<file path="config.mk">
export PLATFORM = sky130hd
export DESIGN_NAME = hsv_to_rgb_converter_core
export DESIGN_NICKNAME = d
export VERILOG_FILES = /design/src/hsvrgb_pkg.sv /design/src/hsv_to_rgb_converter_core.sv /design/src/hsvrgb_hue.sv /design/src/hsvrgb_level.sv
export SDC_FILE = /design/constraint.sdc
export NUM_CORES = 2
export LEC_CHECK = 0
export ABC_AREA = 1
export BUFFER_PORTS_ARGS = -buffer_cell sky130_fd_sc_hd__buf_2
export CELL_PAD_IN_SITES_DETAIL_PLACEMENT = 1
export CELL_PAD_IN_SITES_GLOBAL_PLACEMENT = 2
export CORE_MARGIN = 3
export CORE_UTILIZATION = 42
export DETAILED_ROUTE_END_ITERATION = 8
export GPL_TIMING_DRIVEN = 0
export PLACE_DENSITY_LB_ADDON = 0.1
export SYNTH_ARGS = -nofsm -noshare
export SYNTH_HDL_FRONTEND = slang
export SYNTH_SLANG_ARGS = --single-unit
</file>
<file path="constraint.sdc">
create_clock -name clk -period 10.5 [get_ports clk]
set_input_delay 1.05 -clock clk [delete_from_list [all_inputs] [get_ports clk]]
set_output_delay 1.05 -clock clk [all_outputs]
set_load 0.02 [all_outputs]
</file>
<file path="src/hsvrgb_pkg.sv">
// Shared types and constants for the HSV to RGB converter pipeline.
package hsvrgb_pkg;

	localparam int unsigned PIPE_DEPTH  = 10;
	localparam int unsigned HUE_FULL    = 360;
	localparam int unsigned SECTOR_SPAN = 60;
	localparam int unsigned UNIT_MAX    = 255;
	localparam int unsigned LEVEL_DENOM = UNIT_MAX * SECTOR_SPAN;

	// floor(mag / 360) == (mag * HUE_RECIP) >> HUE_RECIP_SHIFT, exact for mag <= 32768.
	localparam logic [15:0] HUE_RECIP       = 16'd46604;
	localparam int unsigned HUE_RECIP_SHIFT = 24;

	// Estimate of floor(p / 15300); it can fall short by one and is corrected later.
	localparam logic [18:0] LEVEL_RECIP       = 19'd280716;
	localparam int unsigned LEVEL_RECIP_SHIFT = 32;

	typedef logic [15:0] mag_t;
	typedef logic [6:0]  hue_quot_t;
	typedef logic [8:0]  hue_t;
	typedef logic [5:0]  rem_t;
	typedef logic [13:0] term_t;
	typedef logic [21:0] prod_t;
	typedef logic [7:0]  byte_t;

	typedef enum logic [2:0] {
		SECTOR_0 = 3'd0,
		SECTOR_1 = 3'd1,
		SECTOR_2 = 3'd2,
		SECTOR_3 = 3'd3,
		SECTOR_4 = 3'd4,
		SECTOR_5 = 3'd5
	} sector_t;

	typedef struct packed {
		sector_t sector;
		rem_t    rem;
		byte_t   sat;
		byte_t   val;
	} hue_split_t;

	typedef struct packed {
		sector_t sector;
		byte_t   val;
	} side_t;

endpackage

</file>
<file path="src/hsv_to_rgb_converter_core.sv">
// An accepted pixel's colour is offered once the pixel has passed through every pipeline stage.
// Throughput: one pixel per cycle; each stage moves on when its successor is empty or moving.
// A stall at the output backs up only as far as the first empty stage.
// Reset clears the stage valid bits and nothing else; the datapath registers are not reset.
module hsv_to_rgb_converter_core (
	input  logic               clk,
	input  logic               arst_n,
	input  logic               pixel_valid,
	output logic               pixel_ready,
	input  logic signed [15:0] hue_degrees,
	input  logic [7:0]         saturation,
	input  logic [7:0]         brightness,
	output logic               colour_valid,
	input  logic               colour_ready,
	output logic [23:0]        packed_colour
);

	localparam int unsigned DEPTH = hsvrgb_pkg::PIPE_DEPTH;

	logic [DEPTH:1]   stage_valid_q;
	logic [DEPTH+1:1] adv;

	hsvrgb_pkg::hue_split_t split;
	hsvrgb_pkg::rem_t       rise_k;
	hsvrgb_pkg::byte_t      low_lvl, fall_lvl, rise_lvl;
	hsvrgb_pkg::side_t      side_s5, side_s6, side_s7, side_s8, side_s9;
	logic [23:0]            colour_s10;
	logic [23:0]            colour_c;

	// A stage may take new data when it is empty or its content leaves in this cycle.
	always_comb begin
		adv[DEPTH+1] = colour_ready;
		for (int i = DEPTH; i >= 1; i--) begin
			adv[i] = ~stage_valid_q[i] | adv[i+1];
		end
	end

	always_ff @(posedge clk or negedge arst_n) begin
		if (!arst_n) begin
			stage_valid_q <= '0;
		end else begin
			if (adv[1]) begin
				stage_valid_q[1] <= pixel_valid;
			end
			for (int i = 2; i <= DEPTH; i++) begin
				if (adv[i]) begin
					stage_valid_q[i] <= stage_valid_q[i-1];
				end
			end
		end
	end

	assign pixel_ready = adv[1];

	hsvrgb_hue u_hue (
		.clk         (clk),
		.adv         (adv[4:1]),
		.hue_degrees (hue_degrees),
		.saturation  (saturation),
		.brightness  (brightness),
		.split       (split)
	);

	assign rise_k = hsvrgb_pkg::rem_t'(hsvrgb_pkg::SECTOR_SPAN) - split.rem;

	hsvrgb_level u_low (
		.clk   (clk),
		.adv   (adv[9:5]),
		.k     (hsvrgb_pkg::rem_t'(hsvrgb_pkg::SECTOR_SPAN)),
		.sat   (split.sat),
		.val   (split.val),
		.level (low_lvl)
	);

	hsvrgb_level u_fall (
		.clk   (clk),
		.adv   (adv[9:5]),
		.k     (split.rem),
		.sat   (split.sat),
		.val   (split.val),
		.level (fall_lvl)
	);

	hsvrgb_level u_rise (
		.clk   (clk),
		.adv   (adv[9:5]),
		.k     (rise_k),
		.sat   (split.sat),
		.val   (split.val),
		.level (rise_lvl)
	);

	// Sector and value ride alongside the level lanes.
	always_ff @(posedge clk) begin
		if (adv[5]) begin
			side_s5.sector <= split.sector;
			side_s5.val    <= split.val;
		end
		if (adv[6]) begin
			side_s6 <= side_s5;
		end
		if (adv[7]) begin
			side_s7 <= side_s6;
		end
		if (adv[8]) begin
			side_s8 <= side_s7;
		end
		if (adv[9]) begin
			side_s9 <= side_s8;
		end
	end

	always_comb begin
		case (side_s9.sector)
			hsvrgb_pkg::SECTOR_0: colour_c = {side_s9.val, rise_lvl, low_lvl};
			hsvrgb_pkg::SECTOR_1: colour_c = {fall_lvl, side_s9.val, low_lvl};
			hsvrgb_pkg::SECTOR_2: colour_c = {low_lvl, side_s9.val, rise_lvl};
			hsvrgb_pkg::SECTOR_3: colour_c = {low_lvl, fall_lvl, side_s9.val};
			hsvrgb_pkg::SECTOR_4: colour_c = {rise_lvl, low_lvl, side_s9.val};
			default:              colour_c = {side_s9.val, low_lvl, fall_lvl};
		endcase
	end

	always_ff @(posedge clk) begin
		if (adv[DEPTH]) begin
			colour_s10 <= colour_c;
		end
	end

	assign colour_valid  = stage_valid_q[DEPTH];
	assign packed_colour = colour_s10;

endmodule

</file>
<file path="src/hsvrgb_hue.sv">
// Hue front end: magnitude, modulo 360, and split into sector and remainder (stages 1 to 4).
module hsvrgb_hue (
	input  logic                    clk,
	input  logic [4:1]              adv,
	input  logic signed [15:0]      hue_degrees,
	input  logic [7:0]              saturation,
	input  logic [7:0]              brightness,
	output hsvrgb_pkg::hue_split_t  split
);

	hsvrgb_pkg::mag_t      mag_s1, mag_s2;
	hsvrgb_pkg::byte_t     sat_s1, sat_s2, sat_s3;
	hsvrgb_pkg::byte_t     val_s1, val_s2, val_s3;
	hsvrgb_pkg::hue_quot_t quot_s2;
	hsvrgb_pkg::hue_t      hue_s3;
	hsvrgb_pkg::hue_split_t split_s4;

	logic [31:0]           quot_full;
	logic [22:0]           quot_back;
	hsvrgb_pkg::hue_t      hue_rem;
	hsvrgb_pkg::sector_t   sector_c;
	hsvrgb_pkg::hue_t      sector_base;

	// The most negative hue negates to 0x8000, which reads correctly as 32768 unsigned.
	always_ff @(posedge clk) begin
		if (adv[1]) begin
			mag_s1 <= hue_degrees[15] ? hsvrgb_pkg::mag_t'(~hue_degrees + 16'sd1)
			                          : hsvrgb_pkg::mag_t'(hue_degrees);
			sat_s1 <= saturation;
			val_s1 <= brightness;
		end
	end

	assign quot_full = {16'b0, mag_s1} * {16'b0, hsvrgb_pkg::HUE_RECIP};

	always_ff @(posedge clk) begin
		if (adv[2]) begin
			quot_s2 <= quot_full[hsvrgb_pkg::HUE_RECIP_SHIFT +: 7];
			mag_s2  <= mag_s1;
			sat_s2  <= sat_s1;
			val_s2  <= val_s1;
		end
	end

	assign quot_back = {16'b0, quot_s2} * 23'(hsvrgb_pkg::HUE_FULL);
	assign hue_rem   = 9'({7'b0, mag_s2} - quot_back);

	always_ff @(posedge clk) begin
		if (adv[3]) begin
			hue_s3 <= hue_rem;
			sat_s3 <= sat_s2;
			val_s3 <= val_s2;
		end
	end

	always_comb begin
		if (hue_s3 >= 9'(5 * hsvrgb_pkg::SECTOR_SPAN)) begin
			sector_c    = hsvrgb_pkg::SECTOR_5;
			sector_base = 9'(5 * hsvrgb_pkg::SECTOR_SPAN);
		end else if (hue_s3 >= 9'(4 * hsvrgb_pkg::SECTOR_SPAN)) begin
			sector_c    = hsvrgb_pkg::SECTOR_4;
			sector_base = 9'(4 * hsvrgb_pkg::SECTOR_SPAN);
		end else if (hue_s3 >= 9'(3 * hsvrgb_pkg::SECTOR_SPAN)) begin
			sector_c    = hsvrgb_pkg::SECTOR_3;
			sector_base = 9'(3 * hsvrgb_pkg::SECTOR_SPAN);
		end else if (hue_s3 >= 9'(2 * hsvrgb_pkg::SECTOR_SPAN)) begin
			sector_c    = hsvrgb_pkg::SECTOR_2;
			sector_base = 9'(2 * hsvrgb_pkg::SECTOR_SPAN);
		end else if (hue_s3 >= 9'(hsvrgb_pkg::SECTOR_SPAN)) begin
			sector_c    = hsvrgb_pkg::SECTOR_1;
			sector_base = 9'(hsvrgb_pkg::SECTOR_SPAN);
		end else begin
			sector_c    = hsvrgb_pkg::SECTOR_0;
			sector_base = 9'd0;
		end
	end

	always_ff @(posedge clk) begin
		if (adv[4]) begin
			split_s4.sector <= sector_c;
			split_s4.rem    <= hsvrgb_pkg::rem_t'(hue_s3 - sector_base);
			split_s4.sat    <= sat_s3;
			split_s4.val    <= val_s3;
		end
	end

	assign split = split_s4;

endmodule

</file>
<file path="src/hsvrgb_level.sv">
// One level lane: floor(v * (15300 - k * s) / 15300) over stages 5 to 9.
module hsvrgb_level (
	input  logic              clk,
	input  logic [9:5]        adv,
	input  hsvrgb_pkg::rem_t  k,
	input  hsvrgb_pkg::byte_t sat,
	input  hsvrgb_pkg::byte_t val,
	output hsvrgb_pkg::byte_t level
);

	hsvrgb_pkg::term_t term_s5;
	hsvrgb_pkg::byte_t val_s5;
	hsvrgb_pkg::prod_t prod_s6, prod_s7, prod_s8, back_s8;
	hsvrgb_pkg::byte_t quot_s7, quot_s8, level_s9;

	hsvrgb_pkg::term_t ks;
	hsvrgb_pkg::prod_t prod_c, back_c, resid;
	logic [40:0]       est_full;

	assign ks = {8'b0, k} * {6'b0, sat};

	always_ff @(posedge clk) begin
		if (adv[5]) begin
			term_s5 <= 14'(hsvrgb_pkg::LEVEL_DENOM) - ks;
			val_s5  <= val;
		end
	end

	assign prod_c = {14'b0, val_s5} * {8'b0, term_s5};

	always_ff @(posedge clk) begin
		if (adv[6]) begin
			prod_s6 <= prod_c;
		end
	end

	assign est_full = {19'b0, prod_s6} * {22'b0, hsvrgb_pkg::LEVEL_RECIP};

	always_ff @(posedge clk) begin
		if (adv[7]) begin
			quot_s7 <= est_full[hsvrgb_pkg::LEVEL_RECIP_SHIFT +: 8];
			prod_s7 <= prod_s6;
		end
	end

	assign back_c = {14'b0, quot_s7} * 22'(hsvrgb_pkg::LEVEL_DENOM);

	always_ff @(posedge clk) begin
		if (adv[8]) begin
			back_s8 <= back_c;
			quot_s8 <= quot_s7;
			prod_s8 <= prod_s7;
		end
	end

	// The estimate is never high and at most one short, so one step fixes it.
	assign resid = prod_s8 - back_s8;

	always_ff @(posedge clk) begin
		if (adv[9]) begin
			level_s9 <= (resid >= 22'(hsvrgb_pkg::LEVEL_DENOM)) ? quot_s8 + 8'd1 : quot_s8;
		end
	end

	assign level = level_s9;

endmodule

</file>
# --- Yosys cells after proc, flatten, opt, wreduce, memory -nomap -nowiden ---
# Cells that the tools add are included.
classes:
  n_lt_le_gt_ge: 8
  n_eq_ne: 4
  mul: 14
  n_bitwise: 21
  addsub: 13
  n_div: 0
  muxes: 14
  n_reduce_logical: 2
  n_shift: 0
op_table:
  columns: ["operator", "n"]
  rows:
  - ["$pmux 24 s5", 1]
  - ["$mul 22x17->38 const B", 3]
  - ["$ge 22x14->1 const B", 3]
  - ["$mul 8x14->22", 3]
  - ["$sub 22x22->22", 3]
  - ["$mul 8x12->20 const B", 3]
  - ["$sub 14x14->14 const A", 3]
  - ["$mux 6", 5]
  - ["$mul 16x14->29 const B", 1]
  - ["$mul 6x8->14", 2]
  - ["$add 8x1->8 const B", 3]
  - ["$mux 8", 3]
  - ["$ge 9x8->1 const B", 2]
  - ["$add 16x2->16 const B", 1]
  - ["$not 16->16", 1]
  - ["$mux 15", 1]
  - ["$mul 4x8->12 const A", 1]
  - ["$not 1->1", 10]
  - ["$or 1x1->1", 10]
  - ["$ge 9x6->1 const B", 1]
  - ["$ge 9x7->1 const B", 1]
  - ["$ge 9x9->1 const B", 1]
  - ["$sub 9x9->9", 1]
  - ["$mul 7x6->6 const B", 1]
  - ["other kinds (9)", 12]
totals:
  wordCells: 137
  latch_bits: 0
  input_bits: 36
  mem_count: 0
  rom_bits: 0
  register_bits: 575
  output_inout_bits: 26
  ramBits: 0

# --- Logic depth before layout (Yosys ltp) ---
logic_depth:
  word_depth: 11
  ltp_mapped: 24

# --- Modules after synthesis ---
# A second synthesis with hierarchy kept.
unflattened:
  cells_unflattened: 6941
  area_unflattened_um2: 62516.2
by_module_without_submodules:
  columns: ["module", "seq_area_each_um2", "cells_per_inst", "area_per_inst_um2", "instances"]
  rows:
  - ["hsvrgb_level at u_low", 3723.6, 1971, 16988.8, 1]
  - ["hsvrgb_level at u_rise", 3723.6, 1945, 16821.1, 1]
  - ["hsvrgb_level at u_fall", 3723.6, 1926, 16761.1, 1]
  - ["hsvrgb_hue", 3393.3, 840, 8384.3, 1]
  - ["hsv_to_rgb_converter_core", 2622.5, 259, 3560.9, 1]

# --- Least setup slack after synthesis ---
# No wires, ideal clock.
synth_timing:
  path_type: "input -> output"
  from: "input port colour_ready"
  to: "output port pixel_ready"
  t_arrival_ps: 8138
  cell_stages: 14
  n_path_buf: 0
  slack_ps: 1312
  path_cell_list: "nor2_1 -> inv_2 -> nor2_1 -> inv_2 -> nor2_1 -> inv_1 -> nor2_2 -> inv_2 -> nor2_2 -> nand2_2 -> nor2_4 -> nand2_2 -> nor2_2 -> nand2_1"
synth_via:
  elab_chain_len: 10
synth_rtl:
  columns: ["element", "line", "rtl"]
  rows:
  - ["start: declaration", "hsv_to_rgb_converter_core.sv:14", "input logic colour_ready,"]
  - ["$or 1x1->1", "hsv_to_rgb_converter_core.sv:34", "adv[i] = ~stage_valid_q[i] | adv[i+1];"]
  - ["via adv (one bit)", "hsv_to_rgb_converter_core.sv:21", "logic [DEPTH+1:1] adv;"]
  - ["$or 1x1->1", "hsv_to_rgb_converter_core.sv:34", null]
  - ["via adv (one bit)", "hsv_to_rgb_converter_core.sv:21", null]
  - ["$or 1x1->1", "hsv_to_rgb_converter_core.sv:34", null]
  - ["via adv (one bit)", "hsv_to_rgb_converter_core.sv:21", null]
  - ["$or 1x1->1", "hsv_to_rgb_converter_core.sv:34", null]
  - ["via adv (one bit)", "hsv_to_rgb_converter_core.sv:21", null]
  - ["$or 1x1->1 (2 in series)", "hsv_to_rgb_converter_core.sv:34", null]
  - ["via adv (one bit)", "hsv_to_rgb_converter_core.sv:21", null]
  - ["$or 1x1->1 (2 in series)", "hsv_to_rgb_converter_core.sv:34", null]
  - ["via adv (one bit)", "hsv_to_rgb_converter_core.sv:21", null]
  - ["$or 1x1->1 (2 in series)", "hsv_to_rgb_converter_core.sv:34", null]
  - ["end: declaration", "hsv_to_rgb_converter_core.sv:9", "output logic pixel_ready,"]
# The timed path passes the listed nets, and every way through them passes these cells.

# --- Final worst setup path ---
layout_timing:
  from: "register stage_valid_q[10] (netlist name)"
  to: "output port pixel_ready"
layout_via:
  elab_chain_len: 11
layout_rtl:
  columns: ["element", "line", "rtl"]
  rows:
  - ["start: declaration", "hsv_to_rgb_converter_core.sv:20", "logic [DEPTH:1] stage_valid_q;"]
  - ["start signal: indexed assignment", "hsv_to_rgb_converter_core.sv:47", "stage_valid_q[i] <= stage_valid_q[i-1];"]
  - ["$not 1->1", "hsv_to_rgb_converter_core.sv:34", null]
  - ["$or 1x1->1", "hsv_to_rgb_converter_core.sv:34", null]
  - ["via adv (one bit)", "hsv_to_rgb_converter_core.sv:21", null]
  - ["$or 1x1->1", "hsv_to_rgb_converter_core.sv:34", null]
  - ["via adv (one bit)", "hsv_to_rgb_converter_core.sv:21", null]
  - ["$or 1x1->1", "hsv_to_rgb_converter_core.sv:34", null]
  - ["via adv (one bit)", "hsv_to_rgb_converter_core.sv:21", null]
  - ["$or 1x1->1", "hsv_to_rgb_converter_core.sv:34", null]
  - ["via adv (one bit)", "hsv_to_rgb_converter_core.sv:21", null]
  - ["$or 1x1->1 (2 in series)", "hsv_to_rgb_converter_core.sv:34", null]
  - ["via adv (one bit)", "hsv_to_rgb_converter_core.sv:21", null]
  - ["$or 1x1->1 (2 in series)", "hsv_to_rgb_converter_core.sv:34", null]
  - ["via adv (one bit)", "hsv_to_rgb_converter_core.sv:21", null]
  - ["$or 1x1->1 (2 in series)", "hsv_to_rgb_converter_core.sv:34", null]
# The timed path passes the listed nets, and every way through them passes these cells.

==> key figures <==
Die
  – Die area: 146,000 sq um
  – IO Pins: 62
  – Die span in y: 382 um
  – DIE WIDTH: 382 um
  – Area of the core: 140,000 sq um
  – Initial Utilization: 42.4%
  – Row count: 137

Detailed routing
  – Via count of the routed design: 42,100
  – Per-cell routed wire length: 17.5 um
  – Via-to-Cell Ratio: 4.93
  – Number of remaining DRC errors: 0
  – Initial DRC Count: 1,717
  – Final wirelength: 150 mm
  – Initial DRT Pass Iterations: 5
  – Antenna-violating nets left: 0

Final layout
  – Most frequent cells in the layout: inv_1, nand2_1, ha_1
  – Area grow syn2layout: 8.37%
  – # fillers: 16,200
  – Final Cell Area: 64,300 sq um
  – Antenna diode count: 0
  – Most common cell after layout, fill and taps aside: inv_1
  – Share of layout cells above drive strength 1: 4.16%
  – Final #Nets: 8,177
  – Non-filler cells in the finished layout: 8,553

Worst setup path
  – RR Endpoint: u_fall.prod_s6[19]$_DFFE_PP_
  – Slack of the worst reg-to-reg path: 4.05 ns
  – Critical Path RT: 9.45 ns
  – CP endpoint kind: output port
  – Critical path origin: stage_valid_q[10]$_DFFE_PN0P_
  – CP startpoint kind: flop
  – Crit-path max FO: 58
  – CP arrival: 6.29 ns
  – RR Startpoint: u_rise.val_s5[7]$_DFFE_PP_
  – R2R cell count: 21
  – Setup crit end: pixel_ready
  – Crit path kind: flop to output port

Synthesis
  – Post-synth EDFFs: 534
  – Syn_nets: 8,045
  – Synth Area in Compound Gates: 6.10%
  – Post-synth ARST share: 1.84%
  – Sequential share of the synthesized area: 27.4%
  – Multiplexer share of the synthesized area: 0%
  – Synth unique cells: 59
  – Adder-cell share of the synthesized area: 39.2%
  – Largest family of logic cells by synthesized area: adder cells
  – Syn Area/Cell: 9.14 sq um
  – YS warnings: 0
  – Syn Std Cell Area: 59,400 sq um
  – Yosys reg bits: 544
  – Top FF cell, synth: edfxtp_1
  – Synthesized netlist cell count: 6,495
  – Synth Area in Simple Gates: 13.0%
  – XOR/XNOR share of the synthesized area: 3.23%

Global route
  – Met3 Track Usage GR: 2.26%
  – Gr usage total: 21.1%
  – First-pass GRT wire length: 245 mm
  – Largest net degree at the start of global routing: 89
  – Total gr overflow: 0
  – Global routing's busiest layer: met2
  – GRT met1 Usage: 28.0%
  – Initial antenna violation count: 2
  – Met2 Resource Use GR: 36.9%
  – Via count of the first global-routing pass: 45,700

Clocking
  – PostCTS Resize Cnt: 0
  – Skew-Pair Late Insertion Delay: 0.67 ns
  – Postcts setup bufs: 0
  – CTS root buffer: clkbuf_16
  – Reg clk slew, reported paths: 0.06 ns
  – CTS H-tree lvls: 3
  – CTS Buf Count: 68
  – TritonCTS Sinks: 544
  – CTS Hold Bufs: 0
  – CTS tree: built
  – CTS Buffer Depth: 3

STA
  – Tcrit/Tclk final: 69.9%
  – Min cycle time layout: 7.34 ns
  – Clock Skew: 0.0377 ns
  – Setup TNS: 0 ns
  – Max-slew violations: 0
  – RSZ-0062 raised after global routing: no
  – WHS: 0.303 ns
  – Max transition margin: 14.9%
  – Fmax: 136 MHz
  – Worst slew pin tran: 1.27 ns
  – # setup viols final: 0
  – Final hold viol count: 0

Placement
  – Placed Area: 62,100 sq um
  – Placed cells: 8,433
  – Final HPWL DP: 127 mm
  – Gpl congestion: 0.830
  – Port bufs: 60

Flow run
  – Max-cap violations: 0

Worst hold path
  – Worst hold path class: input pin to asynchronous set/reset pin

Outcome
  – Outcome: complete, no violations
[layer usage]
metal	wire (um)	vias to the layer above
met5	0	-
met4	3140	0
met3	3490	154
met2	74000	415
met1	69300	20800
li1	-	20800
[per-stage QoR]
step	worst slack [ns]	utilization [%]
final	3.16	46.0
after global routing	2.37	46.0
after CTS	2.42	46.0
after detailed placement	2.62	44.4
after global placement	-1.68	44.3
after floorplan	1.31	-
[state kept, by name (all words and copies together) (netlist names), 21 cells and up]
| register | count |
|---|---|
| u_fall.prod_s6 | 21 |
| packed_colour | 24 |
| u_hue.split | 25 |
| u_rise.prod_s6 | 22 |
[Yosys cell counts, types with 8 or more instances]
master	number	share of area, %
clkbuf_1	46	0.29
nor2_2	10	0.11
a21oi_1	309	2.6
edfxtp_1	534	27
xor2_1	148	2.2
nor4_1	19	0.20
o21ai_0	146	1.2
o21a_1	12	0.15
nor2_1	267	1.7
nand2_1	1216	7.7
a21o_1	27	0.34
nand4_1	43	0.45
nand3b_1	14	0.18
nand2_2	10	0.11
o221ai_1	8	0.12
nor3_1	41	0.35
clkbuf_2	38	0.32
o2111ai_1	11	0.16
dfrtp_1	10	0.42
or2_2	12	0.13
ha_1	941	20
a22oi_1	14	0.18
o31ai_1	12	0.15
nand3_1	178	1.5
inv_1	1639	10
fa_1	573	19
xnor2_1	71	1.0
o21bai_1	26	0.33
a31oi_1	18	0.19
o22ai_1	8	0.084
inv_2	9	0.057
[kinds of logic after synthesis]
logic type	Yosys count
compound gates	634
xor+xnor	219
fa+ha+maj	1514
buf+inv	1741
flops	544
simple gates	1843
[area by class of cell]
| cell class | count | area (sq um) | area share, % |
|---|---|---|---|
| multi-input combinational | 4210 | 36500 | 56.7 |
| sequential | 544 | 16300 | 25.3 |
| inverter | 1649 | 6200 | 9.64 |
| tap | 1876 | 2350 | 3.65 |
| clock buffer | 74 | 1750 | 2.71 |
| clock inverter | 46 | 505 | 0.786 |
| buffer | 92 | 398 | 0.619 |
| timing repair buffer | 62 | 355 | 0.552 |
[worst max-delay path, cell delays in order (launching register included)]
cell,delay [ns]
dfrtp_1,0.45
inv_1,0.08
nor2_1,0.05
inv_2,0.42
nor2_1,0.11
inv_2,0.58
nor2_1,0.21
inv_6,0.45
nor2_2,0.10
inv_4,0.43
nor2_2,0.14
nand2_2,0.93
nor2_4,0.05
nand2_2,0.55
nor2_2,0.11
nand2_2,0.57
buf_2,0.29
[how the worst min path moves through the flow]
stage / end / from / slack (ns)
finish: stage_valid_q[1]$_DFFE_PN0P_ / arst_n / 0.30
global route: stage_valid_q[7]$_DFFE_PN0P_ / arst_n / 0.27
CTS: stage_valid_q[7]$_DFFE_PN0P_ / arst_n / 0.24
detailed placement: u_hue.val_s3[0]$_DFFE_PP_ / u_hue.val_s2[0]$_DFFE_PP_ / 0.41
global placement: u_rise.prod_s8[21]$_DFFE_PP_ / u_rise.prod_s7[21]$_DFFE_PP_ / 0.40
floorplan: side_s5[10]$_DFFE_PP_ / u_hue.split[24]$_SDFFCE_PP1P_ / 0.40
Power is not shown: default switching activity piles up to over one toggle a cycle in this logic, so the estimate is an artifact.
